==> src/hdl/lzd_pkg.sv <==
// Shared types and constants for the LZ77 token decompressor.
`timescale 1ns / 1ps

package lzd_pkg;

  localparam int BYTE_W            = 8;
  localparam int TOKEN_W           = 16;
  localparam int LANES             = 4;
  localparam int OUT_BYTES_W       = LANES * BYTE_W;
  localparam int OUT_COUNT_W       = 3;
  localparam int OUT_TDATA_W       = 40;
  localparam int OUT_TUSER_W       = 2;
  localparam int QUEUE_DEPTH       = 2;
  localparam int HISTORY_DEPTH_DEF = 65536;

  localparam logic [TOKEN_W-1:0] MATCH_BIAS = 16'd255;

  typedef enum logic [1:0] {
    CMD_LIT,
    CMD_ERR,
    CMD_MATCH
  } cmd_kind_t;

  typedef struct packed {
    cmd_kind_t          kind;
    logic [BYTE_W-1:0]  data;
    logic [TOKEN_W-1:0] match_dist;
    logic               last;
  } cmd_t;

endpackage

==> src/hdl/lzd_front.sv <==
// Token parser: accepts compressed bytes and issues literal, match and error commands.
`timescale 1ns / 1ps

module lzd_front (
  input  logic                      clk,
  input  logic                      rst,
  input  logic                      in_valid,
  output logic                      in_ready,
  input  logic [lzd_pkg::BYTE_W-1:0] in_byte,
  input  logic                      in_last,
  input  logic                      q_full,
  output logic                      q_push,
  output lzd_pkg::cmd_t             q_cmd
);
  import lzd_pkg::*;

  typedef enum logic [1:0] {
    P_LOW,
    P_HIGH,
    P_RUN
  } phase_t;

  phase_t             phase;
  logic [BYTE_W-1:0]  low_byte;
  logic [TOKEN_W-1:0] match_dist;
  logic               accept;

  assign in_ready = !q_full;
  assign accept   = in_valid && in_ready;

  always_comb begin
    q_push    = 1'b0;
    q_cmd     = '0;
    q_cmd.kind = CMD_ERR;
    q_cmd.last = in_last;
    unique case (phase)
      P_LOW: begin
        q_push = accept && in_last;
      end
      P_HIGH: begin
        if (in_byte == '0) begin
          q_push     = accept;
          q_cmd.kind = CMD_LIT;
          q_cmd.data = low_byte;
        end else begin
          q_push = accept && in_last;
        end
      end
      P_RUN: begin
        q_push           = accept;
        q_cmd.kind       = CMD_MATCH;
        q_cmd.data       = in_byte;
        q_cmd.match_dist = match_dist;
      end
      default: begin
        q_push = 1'b0;
      end
    endcase
  end

  always_ff @(posedge clk) begin
    if (rst) begin
      phase <= P_LOW;
    end else if (accept) begin
      unique case (phase)
        P_LOW: begin
          low_byte <= in_byte;
          phase    <= in_last ? P_LOW : P_HIGH;
        end
        P_HIGH: begin
          match_dist <= {in_byte, low_byte} - MATCH_BIAS;
          phase      <= (in_byte == '0 || in_last) ? P_LOW : P_RUN;
        end
        P_RUN: begin
          phase <= P_LOW;
        end
        default: begin
          phase <= P_LOW;
        end
      endcase
    end
  end

endmodule

==> config.mk <==
export PLATFORM = sky130hd
export DESIGN_NAME = lzd_front
export DESIGN_NICKNAME = d
export VERILOG_FILES = /design/src/hdl/lzd_pkg.sv /design/src/hdl/lzd_front.sv
export SDC_FILE = /design/constraint.sdc
export NUM_CORES = 1
export LEC_CHECK = 0
export BUFFER_PORTS_ARGS = -buffer_cell sky130_fd_sc_hd__buf_2
export CAP_MARGIN = 5
export CORE_ASPECT_RATIO = 1.2
export CORE_MARGIN = 4
export CORE_UTILIZATION = 40
export CTS_CLUSTER_DIAMETER = 200
export DETAILED_ROUTE_END_ITERATION = 12
export GPL_TIMING_DRIVEN = 1
export SYNTH_ARGS = -nofsm -noshare
export SYNTH_HDL_FRONTEND = slang
export SYNTH_SLANG_ARGS = --single-unit
==> constraint.sdc <==
create_clock -name clk -period 3.4 [get_ports clk]
set_clock_uncertainty 0.1 [all_clocks]
set_input_delay 0.34 -clock clk [delete_from_list [all_inputs] [get_ports clk]]
set_output_delay 0.34 -clock clk [all_outputs]
set_load 0.03 [all_outputs]
==> flow_summary.ini <==
[route]
avgRoutedWirePerCell_um = 14.87
via_per_inst = 5.440
wl_met2_mm = 1.467
first_pass_iters = 4
top_layer = met4
route.antenna.remaining_nets = 0
drc_errors = 0
routed_wl_mm = 2.974
drt-met1-wl_mm = 1.260
drt_iter0_markers = 40
num_vias = 1088
routed-wl-met3_um = 200

[cts]
clkLatencyLatePin_ns = 0.27
htree_levels = 1
cts_resized = 0
clk_pin_slew_ns = 0.08
hold_buffers = 0
post_cts.repair.setup_buffers = 0
cts.sinks = 26
root_buffer = clkbuf_8
clockBufferDepth = 2
cts_buffers = 3
cts_tree = done

[flow_run]
maxCapViolCount = 0

[place]
place.gp.congestion = 0.7977
dpl.hpwl_mm = 2.295
place_area_um2 = 1664
port_buffers = 41
post-place-cells = 196
post-place-ws_ns = 0.7519

[die]
num_rows = 23
coreArea_um2 = 3367
die_w_um = 62.35
io_pins = 42
dieArea_um2 = 4565
die_height_um = 73.22
start_util = 0.4210

[logic_synthesis]
yosysSeqAreaShare = 0.5366
synth_top_area_cell = edfxtp_1
yosys.area.top_type_share = 0.5084
ys_seq_elements = 26
synthesis.area_um2 = 1418
synthesis.nets = 138
netlist_instances = 120
ys_types = 30
yosysWarnings = 0
syn_avg_cell_area_um2 = 11.81
netlist_top_cells_area = edfxtp_1, and2_1, a22o_1, ha_1, xnor2_1

[worst_setup_path]
criticalPathCategory = in2out
worstPathCellList = buf_2 -> or4_4 -> or4_4 -> nor3_4 -> a22o_1 -> buf_2
worstPathMaxFanout = 8
cp.required_ns = 2.96
crit_slowest_cell = or4_4
timing.rr.end = match_dist[10]$_DFFE_PP_
worstSetupPathDepth = 6
r2r_setup_slack_ns = 1.45
cpPeakStageDelay_ns = 0.56
startpoint = in_byte[0]
worstPathArrival_ns = 2.21
worstSetupStartpointType = input port
critPathCaptureType = primary output
critPathTopFamily = simple AND/OR/NAND/NOR gates
crit_buf_inv = 2
r2r_cells = 5
r2r-start = low_byte[0]$_DFFE_PP_
endpoint = q_cmd[17]

[layout]
seq_area_um2 = 760.7
final_cell_mix = buf_2, edfxtp_1, and2_1
fill_cells = 309
fin_nets = 182
syn2layout_area_growth_pct = 22.42
multi_input_area_um2 = 618.1
layout_commonest_cell = buf_2
drive_gt1_frac = 0.3374
final_area_um2 = 1735
fin_cells = 200
diodes = 0

[timing]
setup_viol = 0
rsz0062_at_grt = no
period_minus_slack_ns = 2.651
report.final.slew_viol_count = 0
tightest_slew_ns = 0.5280
worst_slack_ns = 0.7487
tns_ns = 0
hold_viol = 0
max-slew-margin-rel = 0.6453
fmax_mhz = 377.2
fin_crit_sh = 0.7798

[power]
p_leak_nw = 0.7338
finalPower_mw = 0.6665
ir_worst_vdd_v = 0.0002611
power_density_nw_per_um2 = 384.1

[global_route]
antenna_found_initial = 0
grt_pass1_wl_mm = 5.043
grt_max_degree = 22
track_usage = 0.1372
overflow = 0
grt_pass1_vias = 1065

[hold_path]
hp-class = in2reg
min_path_cells = 2

[run_status]
outcome = complete, no violations
cell families (layout without fill, tap and decap cells):
| logic type | count (synthesis) | after routing | share of synthesized area |
|---|---|---|---|
| xor gates and xnor gates | 14 | 14 | 0.08650 |
| AOI/OAI and AO/OA | 11 | 11 | 0.06179 |
| and+or+nand+nor | 54 | 54 | 0.2330 |
| adders and majority gates | 5 | 5 | 0.04413 |
| buffers and inverters | 9 | 52 | 0.03090 |
| DFF | 26 | 26 | 0.5366 |
| muxes | 1 | 1 | 0.007061 |
state kept, by name (all words and copies together), names as in the netlist:
signal      cells
match_dist     16
low_byte        8
phase           2
routing by layer:
metal,vias to the layer above,global-route usage
met2,47,0.2281
met3,5,0.02311
met1,517,0.1809
li1,519,-
met5,-,0
met4,0,0.04953
worst min path at each step:
stage                          start               endpoint  slack (ns)
2_1_floorplan                    rst  phase[1]$_SDFFE_PP0N_        0.31
3_3_place_gp   phase[1]$_SDFFE_PP0N_  phase[1]$_SDFFE_PP0N_        0.39
3_5_place_dp   phase[1]$_SDFFE_PP0N_  phase[1]$_SDFFE_PP0N_        0.40
4_1_cts                          rst  phase[1]$_SDFFE_PP0N_        0.17
5_1_grt                          rst  phase[1]$_SDFFE_PP0N_        0.18
6_report                         rst  phase[1]$_SDFFE_PP0N_        0.18
power by group:
group | switching, mW | total (mW) | internal (mW)
clock network | 0.0984 | 0.256 | 0.158
logic | 0.0307 | 0.0506 | 0.0199
registers | 0.00547 | 0.360 | 0.354
total | 0.135 | 0.666 | 0.532
stage by stage:
step / hold slack (ns) / utilization
after floorplan: 0.3091 / -
after global routing: 0.1773 / 0.5154
after CTS: 0.1730 / 0.5154
final: 0.1825 / 0.5154
after detailed placement: 0.4027 / 0.4942
after global placement: 0.3871 / 0.4942
cell type report:
cell class | count | share of cell area
Clock buffer | 3 | 0.02379
Clock inverter | 1 | 0.01730
Inverter | 5 | 0.01081
Multi-Input combinational cell | 85 | 0.3562
Sequential cell | 26 | 0.4384
Tap cell | 37 | 0.02668
Timing Repair Buffer | 43 | 0.1269
synthesized netlist by cell type:
cell type,instances
a211oi_1,1
a21oi_1,2
a22o_1,8
and2_1,17
and2_2,1
buf_4,1
clkbuf_1,2
clkdlybuf4s18_2,1
dfxtp_1,2
edfxtp_1,24
ha_1,5
inv_1,5
mux2i_1,1
nand2_1,5
nand2b_1,1
nand3_1,3
nand4_1,3
nor2_1,6
nor2b_1,1
nor3_1,6
nor3_4,1
nor3b_1,3
nor4_1,1
or2_2,1
or3_2,1
or4_1,1
or4_4,2
or4b_2,1
xnor2_1,7
xor2_1,7
(Power assumes the default switching activity.)
