==> config.mk <==
export PLATFORM = sky130hd
export DESIGN_NAME = lzd_cmd_fifo
export DESIGN_NICKNAME = d
export VERILOG_FILES = /design/src/hdl/lzd_pkg.sv /design/src/hdl/lzd_cmd_fifo.sv
export SDC_FILE = /design/constraint.sdc
export NUM_CORES = 1
export LEC_CHECK = 0
export BUFFER_PORTS_ARGS = -buffer_cell sky130_fd_sc_hd__buf_2
export CORE_MARGIN = 4
export CORE_UTILIZATION = 35
export DETAILED_ROUTE_END_ITERATION = 8
export SYNTH_ARGS = -nofsm -noshare
export SYNTH_HDL_FRONTEND = slang
export SYNTH_SLANG_ARGS = --single-unit
==> constraint.sdc <==
create_clock -name clk -period 2.14 [get_ports clk]
set_input_delay 0.535 -clock clk [delete_from_list [all_inputs] [get_ports clk]]
set_output_delay 0.535 -clock clk [all_outputs]
set_load 0.05 [all_outputs]
==> src/hdl/lzd_pkg.sv <==
// Shared types and constants for the LZ77 token decompressor.
`timescale 1ns / 1ps

package lzd_pkg;

  localparam int BYTE_W            = 8;
  localparam int TOKEN_W           = 16;
  localparam int LANES             = 4;
  localparam int OUT_BYTES_W       = LANES * BYTE_W;
  localparam int OUT_COUNT_W       = 3;
  localparam int OUT_TDATA_W       = 40;
  localparam int OUT_TUSER_W       = 2;
  localparam int QUEUE_DEPTH       = 2;
  localparam int HISTORY_DEPTH_DEF = 65536;

  localparam logic [TOKEN_W-1:0] MATCH_BIAS = 16'd255;

  typedef enum logic [1:0] {
    CMD_LIT,
    CMD_ERR,
    CMD_MATCH
  } cmd_kind_t;

  typedef struct packed {
    cmd_kind_t          kind;
    logic [BYTE_W-1:0]  data;
    logic [TOKEN_W-1:0] match_dist;
    logic               last;
  } cmd_t;

endpackage

==> src/hdl/lzd_cmd_fifo.sv <==
// Short command queue between the token parser and the copy engine.
`timescale 1ns / 1ps

module lzd_cmd_fifo (
  input  logic          clk,
  input  logic          rst,
  input  logic          push,
  input  lzd_pkg::cmd_t push_cmd,
  output logic          full,
  input  logic          pop,
  output logic          pop_valid,
  output lzd_pkg::cmd_t pop_cmd
);
  import lzd_pkg::*;

  localparam int IW = (QUEUE_DEPTH > 1) ? $clog2(QUEUE_DEPTH) : 1;
  localparam int CW = $clog2(QUEUE_DEPTH + 1);

  cmd_t          slots [QUEUE_DEPTH];
  logic [IW-1:0] wr_idx;
  logic [IW-1:0] rd_idx;
  logic [CW-1:0] count;
  logic          do_push;
  logic          do_pop;

  assign full      = (count == CW'(QUEUE_DEPTH));
  assign pop_valid = (count != '0);
  assign pop_cmd   = slots[rd_idx];
  assign do_push   = push && !full;
  assign do_pop    = pop && pop_valid;

  always_ff @(posedge clk) begin
    if (do_push) begin
      slots[wr_idx] <= push_cmd;
    end
  end

  always_ff @(posedge clk) begin
    if (rst) begin
      wr_idx <= '0;
      rd_idx <= '0;
      count  <= '0;
    end else begin
      if (do_push) begin
        wr_idx <= (wr_idx == IW'(QUEUE_DEPTH - 1)) ? '0 : wr_idx + 1'b1;
      end
      if (do_pop) begin
        rd_idx <= (rd_idx == IW'(QUEUE_DEPTH - 1)) ? '0 : rd_idx + 1'b1;
      end
      if (do_push && !do_pop) begin
        count <= count + 1'b1;
      end else if (do_pop && !do_push) begin
        count <= count - 1'b1;
      end
    end
  end

endmodule

==> summary.md, run 1 <==
In this run the cell area of the synthesized design comes to 0.002166 mm^2. The number of violations reported at the end of detailed-routing iteration 0 is 41, and the number of cells in the finished layout apart from fillers is 261. The first global-routing pass estimated 6.175 mm of wire. In this run the tightest slew margin relative to its limit is 75.47%. The core region is 0.005956 mm^2.

Entering global routing, the biggest net connects 22 pins. The analysis attributes to cell leakage a power of 1.052 nW. The number of synthesis warnings was 0; the clock-pin slew on the worst setup and hold paths was 60 ps. The library cell used most frequently in the layout, excluding fill and tap cells, is sky130_fd_sc_hd__buf_2. The largest fanout on the critical path is 21, and the via count of the first global-routing pass is 1,300.

For the count of vias placed by the detailed router, the log shows 1,169. Based on the critical path, the design can be clocked at up to 497.3 MHz. TritonCTS built the clock tree. The number of slew-limit violations in the final report came out at 0. The library cells used most frequently in the layout, excluding fill and tap cells, are sky130_fd_sc_hd__buf_2 (59), sky130_fd_sc_hd__edfxtp_1 (54), sky130_fd_sc_hd__mux2_2 (27). Sort of element at the start of the critical path: a flip-flop. The run gives 109 as the number of instances in the synthesized netlist. The flow ran to the end, and the final reports show no timing, DRC or antenna violations. The number of cells on the worst reg-to-reg path is 4. For the number of antenna repair diodes, the log shows 0.

Register-to-register setup slack: 540 ps. Yosys attributes the largest share of cell area to sky130_fd_sc_hd__edfxtp_1 (75%), sky130_fd_sc_hd__mux2_2 (14%), sky130_fd_sc_hd__dfxtp_1 (4.6%). The count of different cell masters after synthesis was 15. When the netlist entered floorplanning its net count stood at 141. The number of antenna violations at the first check in global routing is 0, and the fraction of post-synthesis cell area in the top cell type by area is 74.87%. The die is 86.67 um tall. The area growth from synthesis to final layout was 26.23%; the pin slew with the least headroom to its limit was 364.1 ps. Row generation in the floorplan step produced 28 rows. For the number of violations of the max-capacitance limit, the log shows 0. Dividing the final minimum period by the clock period gives 93.97%. The tools report the category of the worst setup path capture point as an output pin. The tree is rooted in a sky130_fd_sc_hd__clkbuf_8. For hold timing, the worst endpoint is slots[0][7].

Setup violations remaining at the end of the flow were counted as 0. The average instance in the mapped netlist occupies 19.87 um^2. The share of the Yosys chip area taken by registers is 79.49%.

In this run the critical register-to-register path is captured at count[1]. The I/O pin count was 60. Buffers inserted to repair hold after CTS numbered 0. Setup repair after global routing left no endpoint under its margin.

The number of hold violations in the final report was 0; the final global-route overflow total was 0. The number of nets with antenna violations after detailed routing was 0. The clock passes through at most 2 buffers.

In the final layout, flip-flops and latches occupy 0.001722 mm^2. Across every metal layer, demand over resource in global routing totals 11.30%. In the final layout, the multi-input gates occupy 416.7 um^2. The total wirelength of the detailed-routed design was 3.893 mm. The run gives 0 ps as the setup TNS after final layout.

For this block, wires on met1 add up to 1.592 mm. Area enclosed by the die boundary: 0.007511 mm^2. The worst hold path begins at push_cmd[7]. The die is 86.67 um wide.

The congestion estimate from routability-driven global placement came to 0.7631. The instance count along the most critical hold path works out to 1. The routed design uses 278 um of met3 wire. The share of post-route cells with drive strength above 1 came out at 56.99%. The worst path in the final design needs a cycle of 2011 ps, including I/O delays and setup.

The worst setup path is of the flip-flop to output pin kind. The routed length per placed instance was 14.92 um; the sink count of the clock tree was 59. Worst flop-to-flop path startpoint: count[0]. The worst-case IR drop observed on VDD is 0.7572 mV. The number of placed instances, taps included, is 246.

Clock latency on the worst-skew pair, taken at its later pin, is 320 ps. At the end of the flow, the number of nets in the layout was 214. The type of the most critical hold path was input port to flip-flop. Total of buffers placed on input and output ports: 59. The wire-length estimate of the detail-placed layout is 2.793 mm. Once the floorplan was initialized, standard cells occupied 36.37% of the core. Counting flops and latches in the post-synthesis netlist gives 59. Across the routed clock network, the largest skew measured is 4.767 ps. The filler cell count in the final layout came out at 538.

The via-per-instance ratio is 4.479, and the critical path arrival is 1480 ps. For the worst setup path, the data required time is 1600 ps. The logs give 4 for the iteration count of the initial detailed-routing pass and 1.978 mm for the routed wire length on met2. TritonCTS created 9 clock buffers. The ratio of total power to cell area is 1358 mW/mm^2. The H-tree was split into 3 levels.

The count of unresolved DRC violations after routing came out at 0. Of all cell types, the one taking the most synthesized area is sky130_fd_sc_hd__edfxtp_1. The detailed router used layers up to and including met4.
synth_stat cells:
cell / number
sky130_fd_sc_hd__buf_2: 1
sky130_fd_sc_hd__nor2_1: 4
sky130_fd_sc_hd__edfxtp_1: 54
sky130_fd_sc_hd__xor2_1: 3
sky130_fd_sc_hd__a21oi_1: 2
sky130_fd_sc_hd__or2_2: 1
sky130_fd_sc_hd__inv_1: 2
sky130_fd_sc_hd__nor2b_2: 1
sky130_fd_sc_hd__and2_1: 1
sky130_fd_sc_hd__ha_1: 1
sky130_fd_sc_hd__buf_4: 2
sky130_fd_sc_hd__or3_1: 2
sky130_fd_sc_hd__o21ai_0: 3
sky130_fd_sc_hd__mux2_2: 27
sky130_fd_sc_hd__dfxtp_1: 5
where the power goes:
part           total, mW  leakage, nW  switching, mW  internal, mW
clock network      0.776       0.0804          0.373         0.403
registers           1.51        0.546         0.0559          1.45
logic               1.43        0.427           1.01         0.416
final cells by class:
type                    count  area share (%)
flip-flops and latches     59           62.97
multi-input cells          45           15.24
repair buffers             65           12.59
clock buffers              11           4.805
well taps                  75           3.432
clock inverters             4          0.6865
inverters                   2          0.2746
worst max-delay path by stage:
stage | start | end | depth (start not counted) | slack [ps]
global route | flip-flop | pop_cmd[16] | 3 | 50
finish | flip-flop | pop_cmd[16] | 3 | 130
floorplan | push | slots[0][0] | 3 | 280
detailed placement | flip-flop | pop_cmd[16] | 3 | 400
CTS | flip-flop | pop_cmd[16] | 3 | 40
global placement | flip-flop | pop_cmd[16] | 3 | 420
layer usage:
| metal | GRT usage (%) | vias up |
|---|---|---|
| met1 | 11.82 | 559 |
| met4 | 3.824 | 0 |
| met5 | 0 | - |
| met3 | 5.989 | 7 |
| met2 | 19.40 | 42 |
| li1 | - | 561 |
per-stage QoR:
step	area [um^2]	setup slack (ps)	total power, mW	hold slack, ps	utilization [%]
after floorplan	2166	279.9	2.641	451.6	-
after global routing	2734	49.42	3.903	370.8	45.90
after CTS	2730	36.39	3.766	375.7	45.84
final	2734	129.1	3.712	400.9	45.90
after detailed placement	2580	399.7	2.971	478.9	43.32
after global placement	2580	419.9	2.933	470.5	43.32
logic make-up after synthesis:
family / count (synthesis) / synth area share, %
DFF: 59 / 79.49
muxes: 27 / 14.04
and+or+nand+nor: 9 / 2.253
AOI/OAI and AO/OA: 5 / 1.155
buffers and inverters: 5 / 1.271
xor gates and xnor gates: 3 / 1.213
adders and majority gates: 1 / 0.5776
flip-flops by register name, indices dropped and copies added, names as in the netlist, named ones only:
name	flops
count	2
slots	54
wr_idx	1
rd_idx	1
worst max-delay path: stages, from the launching register on:
cell                      delay, ps
sky130_fd_sc_hd__dfxtp_1        340
sky130_fd_sc_hd__buf_6          220
sky130_fd_sc_hd__mux2_2         370
sky130_fd_sc_hd__buf_2          210
timing repair:
action,4_1_cts,5_1_grt
buffers inserted,0,0
resized for setup,0,1
endpoints found under the setup margin,0,16
Power figures use the tool's default switching activity.
==> run 2: changes to the inputs <==
--- a/config.mk
+++ b/config.mk
@@ -9,4 +9,5 @@
 export CORE_MARGIN = 4
-export CORE_UTILIZATION = 35
+export CORE_UTILIZATION = 50
 export DETAILED_ROUTE_END_ITERATION = 8
+export PLACE_DENSITY = 0.77
 export SYNTH_ARGS = -nofsm -noshare
--- a/constraint.sdc
+++ b/constraint.sdc
@@ -3,2 +3,2 @@
 set_output_delay 0.535 -clock clk [all_outputs]
-set_load 0.05 [all_outputs]
+set_load 0.005 [all_outputs]
==> run 2 against run 1 <==
  * Register-to-register slack improved by 60 ps
  * Utilization increased by 21 points
  * Combinational power decreased by 46%
  * Critical path depth unchanged
  * First-iteration DRC count decreased by 41%
  * Clock skew increased by 1.3 ps
  * Hold slack improved by 2.9 ps
  * Flip-flop and latch count unchanged
  * Final cell count decreased by 10%
  * Cell area decreased by 0.23%
  * Power decreased by 15%
  * Critical path type unchanged
  * Critical endpoint is now pop_cmd[24]
  * Largest cell class unchanged
  * Highest routed layer unchanged
==> summary.md, run 2 (synthesis gave the netlist of run 1 again) <==
Maximum vdd ir drop: 0.9033 mV. The clock-pin slew on the worst setup and hold paths was 60 ps; the fraction of power spent switching nets was 24.63%. The core region is 0.004086 mm^2. The category of the worst setup path capture point is an output pin. The H-tree generated during clock tree synthesis spans 3 levels.

The setup TNS after final layout was 0 ps. The register with the most flip-flops in the layout has 54 of them. The startpoint of the tightest hold check path was push_cmd[22].

For the largest net degree at the start of global routing, the log shows 28. The post-CTS setup-driven buffer insertion count is 0. The placed instance count was 220; the maximum root-to-sink buffer count was 2.

Dividing the final minimum period by the clock period gives 90.51%. Setup repair after global routing left no endpoint under its margin. Sink count of the clock tree: 59. The critical path is of the flip-flop to output pin type. The hold buffer count at CTS was 0. The number of hold violations in the final report was 0; the total leakage power was 1.058 nW.

In the final layout, the registers with the most flip-flops are slots: 54 flops, count: 2 flops. After global routing the overflow that remains totals 0. The library cells used most frequently in the layout, excluding fill and tap cells, are sky130_fd_sc_hd__buf_2 (59), sky130_fd_sc_hd__edfxtp_1 (54), sky130_fd_sc_hd__mux2_2 (27). The path with the worst hold slack has its endpoint at slots[0][22]. Buffers placed on the I/O ports in this run total 59. At the end of routability-driven placement, the weighted congestion stood at 0.6852. The finished layout holds 235 standard cells, fillers aside.

Across the run, the number of max-cap violations was 0. The worst hold path belongs to the class input port to flip-flop. The filler cell count in the final layout came out at 287. The terminus of the critical flop-to-flop path was count[1]. Based on the critical path, the design can be clocked at up to 516.3 MHz. Worst flop-to-flop path startpoint: count[1]. Worst path required time: 1600 ps. The flow ran to the end, and the final reports show no timing, DRC or antenna violations. The final critical-path required period was 1937 ps; the register-to-register setup slack was 600 ps. The count of unresolved DRC violations after routing is 0, and the share of post-route cells with drive strength above 1 is 56.22%. The logs give 3.591 mm for the total wirelength of the detailed-routed design and 5.761 mm for the wire length of the first global-routing pass. Number of antenna violations at the first check in global routing: 0. The analysis attributes to net switching a power of 0.7803 mW. The largest fanout on the critical path works out to 18. Across the whole layout, storage elements account for 0.001722 mm^2. For this run, the detailed router's first-pass iteration total came to 4. The area growth from synthesis to layout is 25.94%.

The logs give 0.002728 mm^2 for the final instance area and 0 for the post-cts gate resize count. The setup-violating endpoint count in the final report was 0; the initial core utilization was 53.00%. The logs give 23 for the row count and 320 ps for the insertion delay of the later-clocked pin in the worst-skew pair. Global routing used 14.76% of the available tracks.

The sequential cell fraction of total power was 47.7%; the routed length per placed instance was 15.28 um. The die width was 73.82 um. The multi-input logic area was 416.7 um^2.

The number of cells on the worst reg-to-reg path is 5. The total placed instance area is 0.002554 mm^2, and the relative contribution of the clock network to total power is 27.9%. The run gives 0 as the number of antenna repair diodes.

The wire-length estimate of the detail-placed layout is 2.625 mm. Clock skew on the completed layout was measured at 6.053 ps. For the number of nets with antenna violations after detailed routing, the log shows 0. For the pin with the worst max-slew slack, the measured transition is 288.7 ps. The number of violations reported at the end of detailed-routing iteration 0 came out at 24.

Using the TritonRoute via totals, the vias-per-cell ratio works out to 4.928. The number of slew-limit violations in the final report is 0, and the area enclosed by the die boundary is 0.005449 mm^2. The cell-internal power was 2.388 mW.

For the worst relative slew slack, the log shows 80.55%. The die extent in y was 73.82 um. At the worst endpoint, the arrival time is 1400 ps.

The logs give 24.4% for the fraction of power consumed by combinational cells and 213 for the final layout net count. The tools report the count of vias placed by the detailed router as 1,158. Counting flops per register, the top entry is slots. I/O pin count: 60. For the CTS buffer count, the log shows 9. The worst setup path is launched from a flip-flop. The root buffer cell is sky130_fd_sc_hd__clkbuf_8. Dividing total power by cell area gives a power density of 1161 mW/mm^2. The instance count along the most critical hold path was 1. Leaving out fill and tap cells, the most frequent cell in the layout is sky130_fd_sc_hd__buf_2. TritonCTS built the clock tree. Via count of the first global-routing pass: 1,265.
[run 2: cell count changes in the layout (fill, tap and decap cells not counted), sizes merged]
cell    change
clkinv      -1
buf         -1
bufinv      +1
[run 2: through the flow]
stage                     setup WS (ps)  util, %  hold slack [ps]  power (mW)
after floorplan                   279.9        -            451.6       1.991
after global placement            527.1    62.49            471.8       2.288
after detailed placement          458.1    62.49            492.4       2.327
after CTS                         163.7    66.75            385.1       3.222
after global routing              126.9    66.75            385.2       3.338
final                             203.2    66.75            403.8       3.168
[run 2: worst max-delay path by stage]
stage / to / cells after the start / from
after CTS: pop_cmd[26] / 3 / flip-flop
after global placement: slots[0][1] / 5 / push
final: pop_cmd[24] / 3 / flip-flop
after global routing: pop_cmd[26] / 3 / flip-flop
after detailed placement: count[1] / 5 / pop
after floorplan: slots[0][0] / 3 / push
[run 2: worst max-delay path, stage by stage, from the launching register on]
cell	delay, ps
sky130_fd_sc_hd__dfxtp_1	330
sky130_fd_sc_hd__buf_4	260
sky130_fd_sc_hd__mux2_2	380
sky130_fd_sc_hd__buf_2	130
[run 2: metal layers]
layer,up-vias,GRT usage [%],share of wire (%)
met2,29,25.30,55
met5,-,0,0
met3,7,5.198,5.7
met4,0,8.451,1.1
met1,556,15.56,38
li1,566,-,-
[run 2: area by class of cell]
cell class	instances	share of cell area, %
multi-input cells	45	15.28
inverters	2	0.2752
clock inverters	4	1.560
clock buffers	11	4.817
well taps	50	2.294
repair buffers	64	12.66
flip-flops and latches	59	63.12
[run 2: power by group through the flow]
| stage | Clock, mW | Sequential, mW | Combinational, mW |
|---|---|---|---|
| final | 0.885 | 1.51 | 0.773 |
| after global routing | 0.956 | 1.53 | 0.855 |
| after CTS | 0.917 | 1.51 | 0.793 |
| after detailed placement | 0 | 1.54 | 0.791 |
| after global placement | 0 | 1.52 | 0.767 |
| after floorplan | 0 | 1.52 | 0.475 |
